===== config.mk =====
export PLATFORM = sky130hd
export DESIGN_NAME = usb_ep0_standard_request_engine_unit_flat
export DESIGN_NICKNAME = d
export VERILOG_FILES = /design/src/rtl/usbep0_pkg.sv /design/src/rtl/usbep0_if.sv /design/src/rtl/usb_ep0_standard_request_engine_unit.sv /design/src/rtl/usbep0_engine.sv /design/src/flat_wrapper.sv
export SDC_FILE = /design/constraint.sdc
export NUM_CORES = 1
export LEC_CHECK = 0
export BUFFER_PORTS_ARGS = -buffer_cell sky130_fd_sc_hd__buf_2
export CAP_MARGIN = 20
export CORE_AREA = 2 2 126 128
export DETAILED_ROUTE_END_ITERATION = 16
export DIE_AREA = 0 0 128 130
export GPL_TIMING_DRIVEN = 0
export HOLD_SLACK_MARGIN = 0.1
export PLACE_DENSITY = 0.83
export SLEW_MARGIN = 5
export SYNTH_ARGS = -nofsm -noshare
export SYNTH_HDL_FRONTEND = slang
export SYNTH_SLANG_ARGS = --single-unit

===== constraint.sdc =====
create_clock -name clk -period 17.3 [get_ports clk]
set_input_delay 3.46 -clock clk [delete_from_list [all_inputs] [get_ports clk]]
set_output_delay 3.46 -clock clk [all_outputs]
set_load 0.01 [all_outputs]

===== src/rtl/usbep0_pkg.sv =====
// Shared types, codes and constants for the EP0 standard request engine.
`timescale 1ns / 1ps

package usbep0_pkg;

    localparam int BUFFER_BYTES_DEF = 512;
    localparam int PACKET_BYTES_DEF = 64;

    localparam logic [2:0] CMD_RESET   = 3'd0;
    localparam logic [2:0] CMD_SUSPEND = 3'd1;
    localparam logic [2:0] CMD_RESUME  = 3'd2;
    localparam logic [2:0] CMD_SOF     = 3'd3;
    localparam logic [2:0] CMD_SETUP   = 3'd4;
    localparam logic [2:0] CMD_DONE    = 3'd5;
    localparam logic [2:0] CMD_ERROR   = 3'd6;

    localparam logic [1:0] TYPE_STANDARD = 2'd0;
    localparam logic [1:0] TYPE_CLASS    = 2'd1;
    localparam logic [1:0] TYPE_VENDOR   = 2'd2;

    localparam logic [4:0] RCPT_DEVICE    = 5'd0;
    localparam logic [4:0] RCPT_INTERFACE = 5'd1;
    localparam logic [4:0] RCPT_ENDPOINT  = 5'd2;

    localparam logic [7:0] REQ_GET_STATUS        = 8'd0;
    localparam logic [7:0] REQ_CLEAR_FEATURE     = 8'd1;
    localparam logic [7:0] REQ_SET_FEATURE       = 8'd3;
    localparam logic [7:0] REQ_SET_ADDRESS       = 8'd5;
    localparam logic [7:0] REQ_GET_DESCRIPTOR    = 8'd6;
    localparam logic [7:0] REQ_GET_CONFIGURATION = 8'd8;
    localparam logic [7:0] REQ_SET_CONFIGURATION = 8'd9;
    localparam logic [7:0] REQ_GET_INTERFACE     = 8'd10;
    localparam logic [7:0] REQ_SET_INTERFACE     = 8'd11;

    localparam logic [7:0] DESC_DEVICE    = 8'd1;
    localparam logic [7:0] DESC_CONFIG    = 8'd2;
    localparam logic [7:0] DESC_STRING    = 8'd3;
    localparam logic [7:0] DESC_QUALIFIER = 8'd6;

    localparam logic [9:0] LEN_DEVICE     = 10'd18;
    localparam logic [9:0] LEN_CFG_HEADER = 10'd9;
    localparam logic [9:0] LEN_LANGUAGE   = 10'd4;
    localparam logic [9:0] LEN_QUALIFIER  = 10'd10;
    localparam logic [9:0] LEN_STATUS     = 10'd2;
    localparam logic [9:0] LEN_BYTE       = 10'd1;

    localparam logic [7:0] CFG_SELF_POWERED      = 8'd0;
    localparam logic [7:0] CFG_VENDOR_ID         = 8'd1;
    localparam logic [7:0] CFG_PRODUCT_ID        = 8'd2;
    localparam logic [7:0] CFG_DEVICE_VERSION    = 8'd3;
    localparam logic [7:0] CFG_MAX_POWER         = 8'd4;
    localparam logic [7:0] CFG_INTERFACE_COUNT   = 8'd5;
    localparam logic [7:0] CFG_CLASS_DESC_LENGTH = 8'd6;

    typedef enum logic [3:0] {
        ACT_NONE       = 4'd0,
        ACT_ACK        = 4'd1,
        ACT_STALL      = 4'd2,
        ACT_SEND       = 4'd3,
        ACT_ROUTE      = 4'd4,
        ACT_REARM      = 4'd5,
        ACT_HALT       = 4'd6,
        ACT_CLEAR_HALT = 4'd7,
        ACT_CONFIG     = 4'd8,
        ACT_DECONFIG   = 4'd9,
        ACT_STRING     = 4'd10
    } action_t;

    typedef enum logic [2:0] {
        SRC_IMM       = 3'd0,
        SRC_DEVICE    = 3'd1,
        SRC_QUALIFIER = 3'd2,
        SRC_LANGUAGE  = 3'd3,
        SRC_CONFIG    = 3'd4
    } src_t;

    typedef enum logic [1:0] {
        DS_DEFAULT    = 2'd0,
        DS_ADDRESSED  = 2'd1,
        DS_CONFIGURED = 2'd2,
        DS_SUSPENDED  = 2'd3
    } dstate_t;

    typedef struct packed {
        logic [2:0]  cmd;
        logic [7:0]  endpoint_address;
        logic [15:0] transfer_length;
        logic [7:0]  request_type;
        logic [7:0]  request_code;
        logic [15:0] request_value;
        logic [15:0] request_index;
        logic [15:0] request_length;
        logic        endpoint_halted;
    } evt_t;

    typedef struct packed {
        action_t     action;
        src_t        data_source;
        logic [8:0]  chunk_offset;
        logic [6:0]  chunk_length;
        logic [15:0] immediate_data;
        logic        arm_status_out;
        dstate_t     device_state;
        logic [6:0]  device_address;
        logic [7:0]  target;
    } res_t;

    typedef struct packed {
        logic       self_powered;
        logic [8:0] class_desc_length;
    } cfg_t;

endpackage


===== src/rtl/usbep0_if.sv =====
// Channel interfaces: bus events in, EP0 results out, configuration writes.
`timescale 1ns / 1ps

interface usbep0_evt_if;
    logic        valid;
    logic        ready;
    logic [2:0]  cmd;
    logic [7:0]  endpoint_address;
    logic [15:0] transfer_length;
    logic [7:0]  request_type;
    logic [7:0]  request_code;
    logic [15:0] request_value;
    logic [15:0] request_index;
    logic [15:0] request_length;
    logic        endpoint_halted;

    modport source (output valid, cmd, endpoint_address, transfer_length, request_type,
                    request_code, request_value, request_index, request_length,
                    endpoint_halted, input ready);
    modport sink (input valid, cmd, endpoint_address, transfer_length, request_type,
                  request_code, request_value, request_index, request_length,
                  endpoint_halted, output ready);
endinterface

interface usbep0_res_if;
    logic        valid;
    logic        ready;
    logic [3:0]  action;
    logic [2:0]  data_source;
    logic [8:0]  chunk_offset;
    logic [6:0]  chunk_length;
    logic [15:0] immediate_data;
    logic        arm_status_out;
    logic [1:0]  device_state;
    logic [6:0]  device_address;
    logic [7:0]  target;

    modport source (output valid, action, data_source, chunk_offset, chunk_length,
                    immediate_data, arm_status_out, device_state, device_address, target,
                    input ready);
    modport sink (input valid, action, data_source, chunk_offset, chunk_length,
                  immediate_data, arm_status_out, device_state, device_address, target,
                  output ready);
endinterface

interface usbep0_cfg_if;
    logic        valid;
    logic        ready;
    logic [7:0]  index;
    logic [15:0] data;

    modport source (output valid, index, data, input ready);
    modport sink (input valid, index, data, output ready);
endinterface


===== src/rtl/usb_ep0_standard_request_engine_unit.sv =====
// Top level of the EP0 standard request engine: channels, config registers, pipeline.
`timescale 1ns / 1ps

//  channel  dir  transaction
//  evt      in   one bus event (reset, suspend, resume, sof, setup, done, error)
//  res      out  one EP0 result per event
//  cfg      in   one register write (index, data)
//
//  Two register stages: an input register and a result register, one event per cycle while the result is not stalled.
//  An accepted event waits in the input register; its result is registered when the engine steps.
//  A stalled result holds the result register; the input register still takes an event
//  while it is empty, and refills in the cycle the result is taken.
//  Reset clears the device state, address, transmit position and config registers.
//  Config writes are taken in every cycle.

module usb_ep0_standard_request_engine_unit #(
    parameter int BUFFER_BYTES = usbep0_pkg::BUFFER_BYTES_DEF,
    parameter int PACKET_BYTES = usbep0_pkg::PACKET_BYTES_DEF
) (
    input  logic         clk,
    input  logic         rst_n,
    usbep0_evt_if.sink   evt,
    usbep0_res_if.source res,
    usbep0_cfg_if.sink   cfg
);
    import usbep0_pkg::*;

    evt_t evt_reg;
    logic in_vld_reg;
    res_t res_reg;
    res_t res_comb;
    logic out_vld_reg;
    cfg_t cfg_reg;
    evt_t evt_word;
    logic advance;

    assign advance   = in_vld_reg && (!out_vld_reg || res.ready);
    assign evt.ready = !in_vld_reg || advance;
    assign cfg.ready = 1'b1;

    assign evt_word.cmd              = evt.cmd;
    assign evt_word.endpoint_address = evt.endpoint_address;
    assign evt_word.transfer_length  = evt.transfer_length;
    assign evt_word.request_type     = evt.request_type;
    assign evt_word.request_code     = evt.request_code;
    assign evt_word.request_value    = evt.request_value;
    assign evt_word.request_index    = evt.request_index;
    assign evt_word.request_length   = evt.request_length;
    assign evt_word.endpoint_halted  = evt.endpoint_halted;

    always_ff @(posedge clk or negedge rst_n)
    begin
        if (!rst_n)
        begin
            in_vld_reg  <= 1'b0;
            out_vld_reg <= 1'b0;
        end
        else
        begin
            if (evt.ready)
                in_vld_reg <= evt.valid;
            if (advance)
                out_vld_reg <= 1'b1;
            else if (res.ready)
                out_vld_reg <= 1'b0;
        end
    end

    always_ff @(posedge clk)
    begin
        if (evt.valid && evt.ready)
            evt_reg <= evt_word;
        if (advance)
            res_reg <= res_comb;
    end

    // descriptor identity field writes are accepted but not kept here
    always_ff @(posedge clk or negedge rst_n)
    begin
        if (!rst_n)
        begin
            cfg_reg <= '0;
        end
        else if (cfg.valid)
        begin
            unique case (cfg.index) inside
                CFG_SELF_POWERED:      cfg_reg.self_powered      <= cfg.data[0];
                CFG_CLASS_DESC_LENGTH: cfg_reg.class_desc_length <= cfg.data[8:0];
                CFG_VENDOR_ID, CFG_PRODUCT_ID, CFG_DEVICE_VERSION,
                CFG_MAX_POWER, CFG_INTERFACE_COUNT:
                begin
                    cfg_reg <= cfg_reg;
                end
                default:
                begin
                    cfg_reg <= cfg_reg;
                end
            endcase
        end
    end

    usbep0_engine #(
        .BUFFER_BYTES (BUFFER_BYTES),
        .PACKET_BYTES (PACKET_BYTES)
    ) u_engine (
        .clk   (clk),
        .rst_n (rst_n),
        .step  (advance),
        .evt_i (evt_reg),
        .cfg_i (cfg_reg),
        .res_o (res_comb)
    );

    assign res.valid          = out_vld_reg;
    assign res.action         = res_reg.action;
    assign res.data_source    = res_reg.data_source;
    assign res.chunk_offset   = res_reg.chunk_offset;
    assign res.chunk_length   = res_reg.chunk_length;
    assign res.immediate_data = res_reg.immediate_data;
    assign res.arm_status_out = res_reg.arm_status_out;
    assign res.device_state   = res_reg.device_state;
    assign res.device_address = res_reg.device_address;
    assign res.target         = res_reg.target;

    a_advance_fills: assert property (@(posedge clk) disable iff (!rst_n)
        advance |=> out_vld_reg)
        else $error("result lost after engine step");

    a_no_step_empty: assert property (@(posedge clk) disable iff (!rst_n)
        !in_vld_reg |-> !advance)
        else $error("engine stepped without an event");

    a_held_result: assert property (@(posedge clk) disable iff (!rst_n)
        out_vld_reg && !res.ready |=> out_vld_reg && $stable(res_reg))
        else $error("stalled result changed");

endmodule


===== src/rtl/usbep0_engine.sv =====
// Device state, EP0 transmit position and the standard request decode.
`timescale 1ns / 1ps

module usbep0_engine #(
    parameter int BUFFER_BYTES = 512,
    parameter int PACKET_BYTES = 64
) (
    input  logic              clk,
    input  logic              rst_n,
    input  logic              step,
    input  usbep0_pkg::evt_t  evt_i,
    input  usbep0_pkg::cfg_t  cfg_i,
    output usbep0_pkg::res_t  res_o
);
    import usbep0_pkg::*;

    localparam int RW = $clog2(BUFFER_BYTES + 1);
    localparam int PW = $clog2(PACKET_BYTES + 1);

    dstate_t       ds_reg, ds_next;
    logic [6:0]    addr_reg, addr_next;
    logic [RW-1:0] rem_reg, rem_next;
    logic [RW-1:0] off_reg, off_next;
    src_t          src_reg, src_next;

    logic [1:0]    rq_type;
    logic [4:0]    rq_rcpt;
    logic [7:0]    tgt;
    logic [7:0]    desc_kind;
    logic [7:0]    desc_idx;

    action_t       act;
    logic [7:0]    act_tgt;
    logic          tx_new;
    logic          tx_cont;
    logic [9:0]    len_sel;
    src_t          src_sel;
    logic          imm_bit;

    logic [15:0]   t_min;
    logic [RW-1:0] t_clip;
    logic [RW-1:0] base_rem;
    logic [RW-1:0] base_off;
    logic [PW-1:0] chunk;
    logic [RW-1:0] rem_after;
    logic [RW-1:0] off_after;
    src_t          chunk_src;

    assign rq_type   = evt_i.request_type[6:5];
    assign rq_rcpt   = evt_i.request_type[4:0];
    assign tgt       = evt_i.request_index[7:0];
    assign desc_kind = evt_i.request_value[15:8];
    assign desc_idx  = evt_i.request_value[7:0];

    // length clip to host request and buffer, then one packet's worth
    assign t_min     = ({6'd0, len_sel} < evt_i.request_length) ? {6'd0, len_sel}
                                                                 : evt_i.request_length;
    assign t_clip    = (t_min > 16'(BUFFER_BYTES)) ? RW'(BUFFER_BYTES) : RW'(t_min);
    assign base_rem  = tx_new ? t_clip : rem_reg;
    assign base_off  = tx_new ? '0 : off_reg;
    assign chunk     = (base_rem > RW'(PACKET_BYTES)) ? PW'(PACKET_BYTES) : PW'(base_rem);
    assign rem_after = base_rem - RW'(chunk);
    assign off_after = base_off + RW'(chunk);
    assign chunk_src = tx_new ? src_sel : src_reg;

    always_comb
    begin
        ds_next   = ds_reg;
        addr_next = addr_reg;
        rem_next  = rem_reg;
        off_next  = off_reg;
        src_next  = src_reg;
        act       = ACT_NONE;
        act_tgt   = 8'd0;
        tx_new    = 1'b0;
        tx_cont   = 1'b0;
        len_sel   = 10'd0;
        src_sel   = SRC_IMM;
        imm_bit   = 1'b0;

        unique case (evt_i.cmd)
            CMD_RESET:
            begin
                ds_next   = DS_DEFAULT;
                addr_next = 7'd0;
                rem_next  = '0;
                off_next  = '0;
                src_next  = SRC_IMM;
            end
            CMD_SUSPEND:
            begin
                ds_next = DS_SUSPENDED;
            end
            CMD_SETUP:
            begin
                rem_next = '0;
                off_next = '0;
                src_next = SRC_IMM;
                act      = ACT_STALL;
                if (rq_type == TYPE_STANDARD && rq_rcpt == RCPT_DEVICE)
                begin
                    unique case (evt_i.request_code) inside
                        REQ_GET_STATUS:
                        begin
                            tx_new  = 1'b1;
                            len_sel = LEN_STATUS;
                            imm_bit = cfg_i.self_powered;
                        end
                        REQ_CLEAR_FEATURE, REQ_SET_FEATURE:
                        begin
                            act = ACT_ACK;
                        end
                        REQ_SET_ADDRESS:
                        begin
                            addr_next = evt_i.request_value[6:0];
                            ds_next   = (evt_i.request_value[6:0] != 7'd0) ? DS_ADDRESSED
                                                                           : DS_DEFAULT;
                            act       = ACT_ACK;
                        end
                        REQ_GET_DESCRIPTOR:
                        begin
                            unique case (desc_kind)
                                DESC_DEVICE:
                                begin
                                    tx_new  = 1'b1;
                                    src_sel = SRC_DEVICE;
                                    len_sel = LEN_DEVICE;
                                end
                                DESC_CONFIG:
                                begin
                                    tx_new  = 1'b1;
                                    src_sel = SRC_CONFIG;
                                    len_sel = LEN_CFG_HEADER + {1'b0, cfg_i.class_desc_length};
                                end
                                DESC_STRING:
                                begin
                                    if (desc_idx == 8'd0)
                                    begin
                                        tx_new  = 1'b1;
                                        src_sel = SRC_LANGUAGE;
                                        len_sel = LEN_LANGUAGE;
                                    end
                                    else
                                    begin
                                        act     = ACT_STRING;
                                        act_tgt = desc_idx;
                                    end
                                end
                                DESC_QUALIFIER:
                                begin
                                    tx_new  = 1'b1;
                                    src_sel = SRC_QUALIFIER;
                                    len_sel = LEN_QUALIFIER;
                                end
                                default:
                                begin
                                    act = ACT_STALL;
                                end
                            endcase
                        end
                        REQ_GET_CONFIGURATION:
                        begin
                            tx_new  = 1'b1;
                            len_sel = LEN_BYTE;
                            imm_bit = (ds_reg == DS_CONFIGURED);
                        end
                        REQ_SET_CONFIGURATION:
                        begin
                            if (evt_i.request_value[7:0] == 8'd0)
                            begin
                                ds_next = DS_ADDRESSED;
                                act     = ACT_DECONFIG;
                            end
                            else
                            begin
                                ds_next = DS_CONFIGURED;
                                act     = ACT_CONFIG;
                            end
                        end
                        default:
                        begin
                            act = ACT_STALL;
                        end
                    endcase
                end
                else if (rq_type == TYPE_STANDARD && rq_rcpt == RCPT_INTERFACE)
                begin
                    if (evt_i.request_code == REQ_GET_INTERFACE)
                    begin
                        tx_new  = 1'b1;
                        len_sel = LEN_BYTE;
                    end
                    else if (evt_i.request_code == REQ_SET_INTERFACE)
                    begin
                        act     = ACT_ROUTE;
                        act_tgt = tgt;
                    end
                end
                else if (rq_type == TYPE_STANDARD && rq_rcpt == RCPT_ENDPOINT)
                begin
                    unique case (evt_i.request_code)
                        REQ_GET_STATUS:
                        begin
                            tx_new  = 1'b1;
                            len_sel = LEN_STATUS;
                            imm_bit = evt_i.endpoint_halted;
                        end
                        REQ_CLEAR_FEATURE:
                        begin
                            if (evt_i.request_value == 16'd0)
                            begin
                                act     = ACT_CLEAR_HALT;
                                act_tgt = tgt;
                            end
                        end
                        REQ_SET_FEATURE:
                        begin
                            if (evt_i.request_value == 16'd0)
                            begin
                                act     = ACT_HALT;
                                act_tgt = tgt;
                            end
                        end
                        default:
                        begin
                            act = ACT_STALL;
                        end
                    endcase
                end
                else if ((rq_type == TYPE_CLASS || rq_type == TYPE_VENDOR) &&
                         (rq_rcpt == RCPT_INTERFACE || rq_rcpt == RCPT_ENDPOINT))
                begin
                    act     = ACT_ROUTE;
                    act_tgt = tgt;
                end
            end
            CMD_DONE:
            begin
                if (evt_i.endpoint_address[6:0] != 7'd0)
                begin
                    act     = ACT_ROUTE;
                    act_tgt = evt_i.endpoint_address;
                end
                else if (evt_i.endpoint_address[7])
                begin
                    if (rem_reg != '0)
                        tx_cont = 1'b1;
                    else
                        act = (evt_i.transfer_length == 16'd0) ? ACT_REARM : ACT_NONE;
                end
                else
                begin
                    act = (evt_i.transfer_length == 16'd0) ? ACT_REARM : ACT_ROUTE;
                end
            end
            CMD_ERROR:
            begin
                act     = ACT_ROUTE;
                act_tgt = evt_i.endpoint_address;
            end
            default:
            begin
                act = ACT_NONE;
            end
        endcase

        if (tx_new || tx_cont)
        begin
            rem_next = rem_after;
            off_next = off_after;
            src_next = chunk_src;
        end
    end

    always_comb
    begin
        res_o                = '0;
        res_o.action         = act;
        res_o.target         = act_tgt;
        res_o.device_state   = ds_next;
        res_o.device_address = addr_next;
        if (tx_new || tx_cont)
        begin
            res_o.action         = ACT_SEND;
            res_o.target         = 8'd0;
            res_o.data_source    = chunk_src;
            res_o.chunk_offset   = 9'(base_off);
            res_o.chunk_length   = 7'(chunk);
            res_o.immediate_data = {15'd0, imm_bit & tx_new & (chunk_src == SRC_IMM)};
            res_o.arm_status_out = (rem_after == '0);
        end
    end

    always_ff @(posedge clk or negedge rst_n)
    begin
        if (!rst_n)
        begin
            ds_reg   <= DS_DEFAULT;
            addr_reg <= 7'd0;
            rem_reg  <= '0;
            off_reg  <= '0;
            src_reg  <= SRC_IMM;
        end
        else if (step)
        begin
            ds_reg   <= ds_next;
            addr_reg <= addr_next;
            rem_reg  <= rem_next;
            off_reg  <= off_next;
            src_reg  <= src_next;
        end
    end

    // position and remainder never add up past the buffer
    a_tx_bound: assert property (@(posedge clk) disable iff (!rst_n)
        ({1'b0, rem_reg} + {1'b0, off_reg}) <= (RW + 1)'(BUFFER_BYTES))
        else $error("transmit position beyond buffer");

    a_bus_reset: assert property (@(posedge clk) disable iff (!rst_n)
        step && evt_i.cmd == CMD_RESET |=>
        rem_reg == '0 && addr_reg == 7'd0 && ds_reg == DS_DEFAULT)
        else $error("bus reset left state behind");

    a_more_chunks: assert property (@(posedge clk) disable iff (!rst_n)
        step && res_o.action == ACT_SEND && !res_o.arm_status_out |=> rem_reg != '0)
        else $error("chunk not final but nothing left to send");

endmodule


===== src/flat_wrapper.sv =====
// flat-port wrapper written by rule: the top's interface ports become plain ports
module usb_ep0_standard_request_engine_unit_flat import usbep0_pkg::*;
#(
    parameter int BUFFER_BYTES = usbep0_pkg::BUFFER_BYTES_DEF,
    parameter int PACKET_BYTES = usbep0_pkg::PACKET_BYTES_DEF
)
  (clk, rst_n, evt_valid, evt_cmd, evt_endpoint_address, evt_transfer_length, evt_request_type, evt_request_code, evt_request_value, evt_request_index, evt_request_length, evt_endpoint_halted, evt_ready, res_valid, res_action, res_data_source, res_chunk_offset, res_chunk_length, res_immediate_data, res_arm_status_out, res_device_state, res_device_address, res_target, res_ready, cfg_valid, cfg_index, cfg_data, cfg_ready);
  usbep0_evt_if evt_i ();
  usbep0_res_if res_i ();
  usbep0_cfg_if cfg_i ();
  input  logic clk;
  input  logic rst_n;
  input wire logic [$bits(evt_i.valid)-1:0] evt_valid;
  input wire logic [$bits(evt_i.cmd)-1:0] evt_cmd;
  input wire logic [$bits(evt_i.endpoint_address)-1:0] evt_endpoint_address;
  input wire logic [$bits(evt_i.transfer_length)-1:0] evt_transfer_length;
  input wire logic [$bits(evt_i.request_type)-1:0] evt_request_type;
  input wire logic [$bits(evt_i.request_code)-1:0] evt_request_code;
  input wire logic [$bits(evt_i.request_value)-1:0] evt_request_value;
  input wire logic [$bits(evt_i.request_index)-1:0] evt_request_index;
  input wire logic [$bits(evt_i.request_length)-1:0] evt_request_length;
  input wire logic [$bits(evt_i.endpoint_halted)-1:0] evt_endpoint_halted;
  output wire logic [$bits(evt_i.ready)-1:0] evt_ready;
  output wire logic [$bits(res_i.valid)-1:0] res_valid;
  output wire logic [$bits(res_i.action)-1:0] res_action;
  output wire logic [$bits(res_i.data_source)-1:0] res_data_source;
  output wire logic [$bits(res_i.chunk_offset)-1:0] res_chunk_offset;
  output wire logic [$bits(res_i.chunk_length)-1:0] res_chunk_length;
  output wire logic [$bits(res_i.immediate_data)-1:0] res_immediate_data;
  output wire logic [$bits(res_i.arm_status_out)-1:0] res_arm_status_out;
  output wire logic [$bits(res_i.device_state)-1:0] res_device_state;
  output wire logic [$bits(res_i.device_address)-1:0] res_device_address;
  output wire logic [$bits(res_i.target)-1:0] res_target;
  input wire logic [$bits(res_i.ready)-1:0] res_ready;
  input wire logic [$bits(cfg_i.valid)-1:0] cfg_valid;
  input wire logic [$bits(cfg_i.index)-1:0] cfg_index;
  input wire logic [$bits(cfg_i.data)-1:0] cfg_data;
  output wire logic [$bits(cfg_i.ready)-1:0] cfg_ready;
  assign evt_i.valid = evt_valid;
  assign evt_i.cmd = evt_cmd;
  assign evt_i.endpoint_address = evt_endpoint_address;
  assign evt_i.transfer_length = evt_transfer_length;
  assign evt_i.request_type = evt_request_type;
  assign evt_i.request_code = evt_request_code;
  assign evt_i.request_value = evt_request_value;
  assign evt_i.request_index = evt_request_index;
  assign evt_i.request_length = evt_request_length;
  assign evt_i.endpoint_halted = evt_endpoint_halted;
  assign evt_ready = evt_i.ready;
  assign res_valid = res_i.valid;
  assign res_action = res_i.action;
  assign res_data_source = res_i.data_source;
  assign res_chunk_offset = res_i.chunk_offset;
  assign res_chunk_length = res_i.chunk_length;
  assign res_immediate_data = res_i.immediate_data;
  assign res_arm_status_out = res_i.arm_status_out;
  assign res_device_state = res_i.device_state;
  assign res_device_address = res_i.device_address;
  assign res_target = res_i.target;
  assign res_i.ready = res_ready;
  assign cfg_i.valid = cfg_valid;
  assign cfg_i.index = cfg_index;
  assign cfg_i.data = cfg_data;
  assign cfg_ready = cfg_i.ready;
  usb_ep0_standard_request_engine_unit #(.BUFFER_BYTES(BUFFER_BYTES), .PACKET_BYTES(PACKET_BYTES)) u_core (.clk(clk), .rst_n(rst_n), .evt(evt_i), .res(res_i), .cfg(cfg_i));
endmodule

; After elaboration in Yosys (flattened, before gate mapping)
; Index checks and enable logic that the tools add are counted.
[totals]
regBits = 184
latch_bits = 0
mem_bits_rw = 0
romBits = 0
mem_count = 0
[op_classes]
add_sub_neg = 3
mul = 0
div = 0
magnitude_cmp = 3
n_eq_ne = 22
shift = 0
muxes = 86
bitwise_logic = 2
n_reduce_logical = 36
[op_table]
columns = op, count
row1 = 8-bit 2-to-1 mux, 12
row2 = 10-bit 2-to-1 mux, 9
row3 = 3-bit 2-to-1 mux, 14
row4 = 10-bit one-hot mux with 4 select lines, 1
row5 = "8-bit by 3-bit == test with 1-bit output, second input constant", 4
row6 = "8-bit by 4-bit == test with 1-bit output, second input constant", 4
row7 = 16-bit logical NOT, 2
row8 = 10-bit one-hot mux with 3 select lines, 1
row9 = 4-bit 2-to-1 mux, 7
row10 = "8-bit by 2-bit == test with 1-bit output, second input constant", 3
row11 = 8-bit logical NOT, 3
row12 = 4-bit one-hot mux with 3 select lines, 2
row13 = 8-bit one-hot mux with 3 select lines, 1
row14 = 1-bit 2-to-1 mux, 22
row15 = 7-bit 2-to-1 mux, 3
row16 = "8-bit by 1-bit == test with 1-bit output, second input constant", 2
row17 = "16-bit by 10-bit > comparator with 1-bit output, second input constant", 1
row18 = 10-bit by 16-bit less-than comparator with 1-bit output, 1
row19 = 16-bit 2-to-1 mux, 1
row20 = 7-bit one-hot mux with 2 select lines, 1
row21 = 7-bit nonzero test, 2
row22 = 3-bit one-hot mux with 4 select lines, 1
row23 = 10-bit by 7-bit adder with 10-bit output, 1
row24 = "4-bit by 9-bit adder with 10-bit output, first input constant", 1
row25 = other kinds (26), 53

; Longest topological paths before layout
[logic_depth]
word_depth = 15
depth_mapped = 29

; Hierarchy
; From an unflattened synthesis, not the netlist that was laid out.
[hier_totals]
cells_unflattened = 728
area_unflattened_um2 = 9141.3
[modules_own_cells]
columns = module, instances, cells_each, area_each_um2
row1 = usb_ep0_standard_request_engine_unit, 1, 185, 4986.0
row2 = usbep0_engine, 1, 543, 4155.2

; Least setup slack after synthesis
; No wires, ideal clock.
[synth_path]
kind = in2out
startpoint = input port res_ready
endpoint = output port evt_ready
t_arrival_ps = 3669
required_time_ps = 13840
slack_ps = 10171
stages = 1
path_buffers = 0
cell_sequence = nand3b_1
[synth_between]
elab_chain_cells = 3
[synth_rtl]
columns = item, line_no
row1 = "start, declared", flat_wrapper.sv:34  ; input wire logic [$bits(res_i.ready)-1:0] res_ready;
row2 = 1-bit logical OR, usb_ep0_standard_request_engine_unit.sv:37  ; assign advance = in_vld_reg && (!out_vld_reg || res.ready);
row3 = 1-bit logical AND, usb_ep0_standard_request_engine_unit.sv:37
row4 = 1-bit logical OR, usb_ep0_standard_request_engine_unit.sv:38  ; assign evt.ready = !in_vld_reg || advance;
row5 = "end, declared", flat_wrapper.sv:23  ; output wire logic [$bits(evt_i.ready)-1:0] evt_ready;
; No other way between the ends.

; Final worst setup path
; Ends and elaborated chain as after synthesis.

==> out/metrics.cfg <==
[grt]
grt_max_degree=66
grtUsageMet2_pct=36.99
grt_util_met1_pct=30.59
grt-ovfl-total=0
grt_pass1_vias=5873
antenna_found_initial=0
grt-busiest-layer=met2
grt_pass1_wl_um=29400
gr-usage-met3_pct=4.797
track_usage_pct=22.87

[finish]
drive_above_1_share_pct=27.87
antenna_cells=0
mostFrequentLayoutCells=buf_2 (158), edfxtp_1 (125), nand2_1 (73), nor2_1 (46), dfrtp_1 (43)
largest_register_ff_count=83
layout_commonest_cell=buf_2
fillers=1199
final_net_count=1024
syn_to_final_growth_pct=20.44

[critical_path]
crit_path_start_kind=input pin
worstPathRequired_ps=13840
crit_fanout=3
cp-end-kind=output pin
critPathCapture=evt_ready
worst_path_most_repeated_cell=buf_2
slowest_stage=nand3b_1
ff2ff_setup_slack_ps=10470
max_stage_delay_ps=200
path_cells=buf_2, nand3b_1, buf_2
rr_startpoint=u_core.evt_reg[52]
rr_worst_depth=28
cp.arrival_ps=3930
crit_type=in2out
reg2reg_to=u_core.u_engine.off_reg[8]
crit_path_start=res_ready

[detailed_routing]
ant_nets=0
drt_first_iter_violations=590
vias_per_cell=5.779
drc=0
via_count=6293
wl_um=18810
avgRoutedWirePerCell_um=17.27
drt_first_pass_iters=5

[timing]
report.final.setup_viol=0
slew_headroom_pct=45.83
clock_skew_ps=11.12
period_share_pct=42.70
tightestPinTransition_ps=805.8
tns_ps=0
slew_violations=0
fmax_mhz=135.4
finalCriticalPeriod_ps=7387
hold_viol_final=0
rsz0062_at_grt=no
fin_ws_ps=9913

[placed_design]
port_buffers=148
place_ws_ps=9927
gp_congestion=0.9520
post-dp-hpwl_um=14110

[clock_tree]
cts_tree=yes
cts_sinks=168
clk_path_buf_depth=2
htreeDepth=4
ctsHoldBuffers=0
ctsResizeCount=0
postCtsSetupRepairBufs=0
clk_latency_ps=430
clk_pin_slew_ps=60
cts_buffers=17
cts-root-buf=clkbuf_16

[floorplanning]
initial_utilization_pct=53.81
die-area_um2=16640
die_w_um=128
dieHeight_um=130
rows=46
ios=181
core-area_um2=15420

[logic_synthesis]
synth_top_family_by_area=simple AND/OR/NAND/NOR gates
synth_adder_area_share_pct=3.075
seq_area_frac_synth_pct=58.19
synth_cells=699
synth.area.mux_share_pct=2.156
synthSimpleGateAreaFrac_pct=18.78
synth_cell_types=90
ys.warnings.count=0
dominantRegCellSynth=edfxtp_1
syn_area_per_cell_um2=11.87
synth_area_um2=8300
synth_compound_area_share_pct=12.75
ys_ff_latch=168
synth-async-reset-ratio_pct=25.60
synth_edf_count=125
synth_xor_area_share_pct=1.477

[pwr]
sw_frac_of_total_pct=23.44
cellLeakagePower_nw=4.156
switchingPower_mw=0.2170
clkPwrFrac_pct=40.5
ir_worst_vdd_uv=69.22
power.density_nw_per_um2=92.60
pwr-share-seq_pct=51.3
internal-power_mw=0.7088
p_comb_share_pct=8.1

[run]
maxCapViolCount=0

[status]
status=finished, final reports clean

[min_path]
min_path_cells=2
hold_class=reg2reg

power by group through the flow:
| stage | Clock [mW] | Combinational [mW] | Sequential (mW) |
|---|---|---|---|
| final | 0.375 | 0.0754 | 0.475 |
| after global routing | 0.398 | 0.0834 | 0.477 |
| after CTS | 0.381 | 0.0748 | 0.475 |
| after detailed placement | 0 | 0.0745 | 0.483 |
| after global placement | 0 | 0.0709 | 0.484 |
| after floorplan | 0 | 0.0379 | 0.484 |
through the flow:
stage	power (mW)	hold slack (ps)	utilization, %	cell area [um2]	cells
finish	0.9257	482.5	64.81	9997	1089
detailed placement	0.5573	462.9	60.88	9390	1056
floorplan	0.5220	440.0	-	8353	713
global route	0.9582	508.4	64.81	9997	1089
global placement	0.5549	459.8	60.51	9334	1053
CTS	0.9306	478.9	64.68	9977	1088
cell type report:
type	instances	area, um2	area share (%)
Multi-Input combinational cell	489	3237	32.38
Buffer	37	219.0	2.190
Sequential cell	168	4830	48.31
Inverter	19	71.32	0.7134
Clock inverter	15	161.4	1.615
Tap cell	192	240.2	2.403
Timing Repair Buffer	152	813.3	8.135
Clock buffer	17	425.4	4.255
worst max-delay path: cells and delay by family:
kind	cells	cell delay, ps
AND/OR/NAND/NOR	1	200
buffers and inverters	2	270
cell families after synthesis:
| logic type | Yosys count |
|---|---|
| and+or+nand+nor | 284 |
| DFF | 168 |
| AOI/OAI and AO/OA | 139 |
| buffers and inverters | 56 |
| adders and majority gates | 20 |
| muxes | 16 |
| xor gates and xnor gates | 14 |
| other | 2 |
per-layer routing:
metal / routed length (um) / up-vias
li1: - / 2992
met1: 7996 / 2983
met2: 9114 / 283
met3: 1255 / 35
met4: 444 / 0
met5: 0 / -
worst min path at each step:
stage	from	end
after floorplan	u_core.u_engine.off_reg[8]	u_core.u_engine.off_reg[8]
after global placement	u_core.u_engine.addr_reg[6]	u_core.u_engine.addr_reg[6]
after detailed placement	u_core.u_engine.addr_reg[4]	u_core.u_engine.addr_reg[4]
after CTS	u_core.u_engine.addr_reg[4]	u_core.u_engine.addr_reg[4]
after global routing	u_core.u_engine.addr_reg[4]	u_core.u_engine.addr_reg[4]
final	u_core.u_engine.addr_reg[4]	u_core.u_engine.addr_reg[4]
synthesized netlist by cell type (4+ instances only):
cell type	number	share of area, %
clkbuf_1	10	0.45
a22oi_1	4	0.36
mux2_2	13	1.8
nor3_1	26	1.6
nand4_1	10	0.75
nor3b_1	5	0.45
buf_2	9	0.54
nor2b_1	13	0.98
o31ai_1	7	0.63
a221oi_1	6	0.63
a22o_1	14	1.5
nand3b_1	5	0.45
inv_1	18	0.81
buf_4	16	1.4
nand2b_1	10	0.75
o211ai_1	4	0.36
and2_1	25	1.9
edfxtp_1	125	45
o21ai_0	21	1.3
xor2_1	5	0.53
nor4b_1	4	0.42
or2_2	6	0.45
dfrtp_1	43	13
a31oi_1	6	0.45
nand2_1	73	3.3
a21oi_1	21	1.3
a21o_1	7	0.63
ha_1	18	2.7
xnor2_1	9	0.95
and3_1	5	0.38
nand3_1	17	1.0
nor2_1	46	2.1
nor4_1	13	0.98
Note: power is estimated with default switching activity, not from simulation.
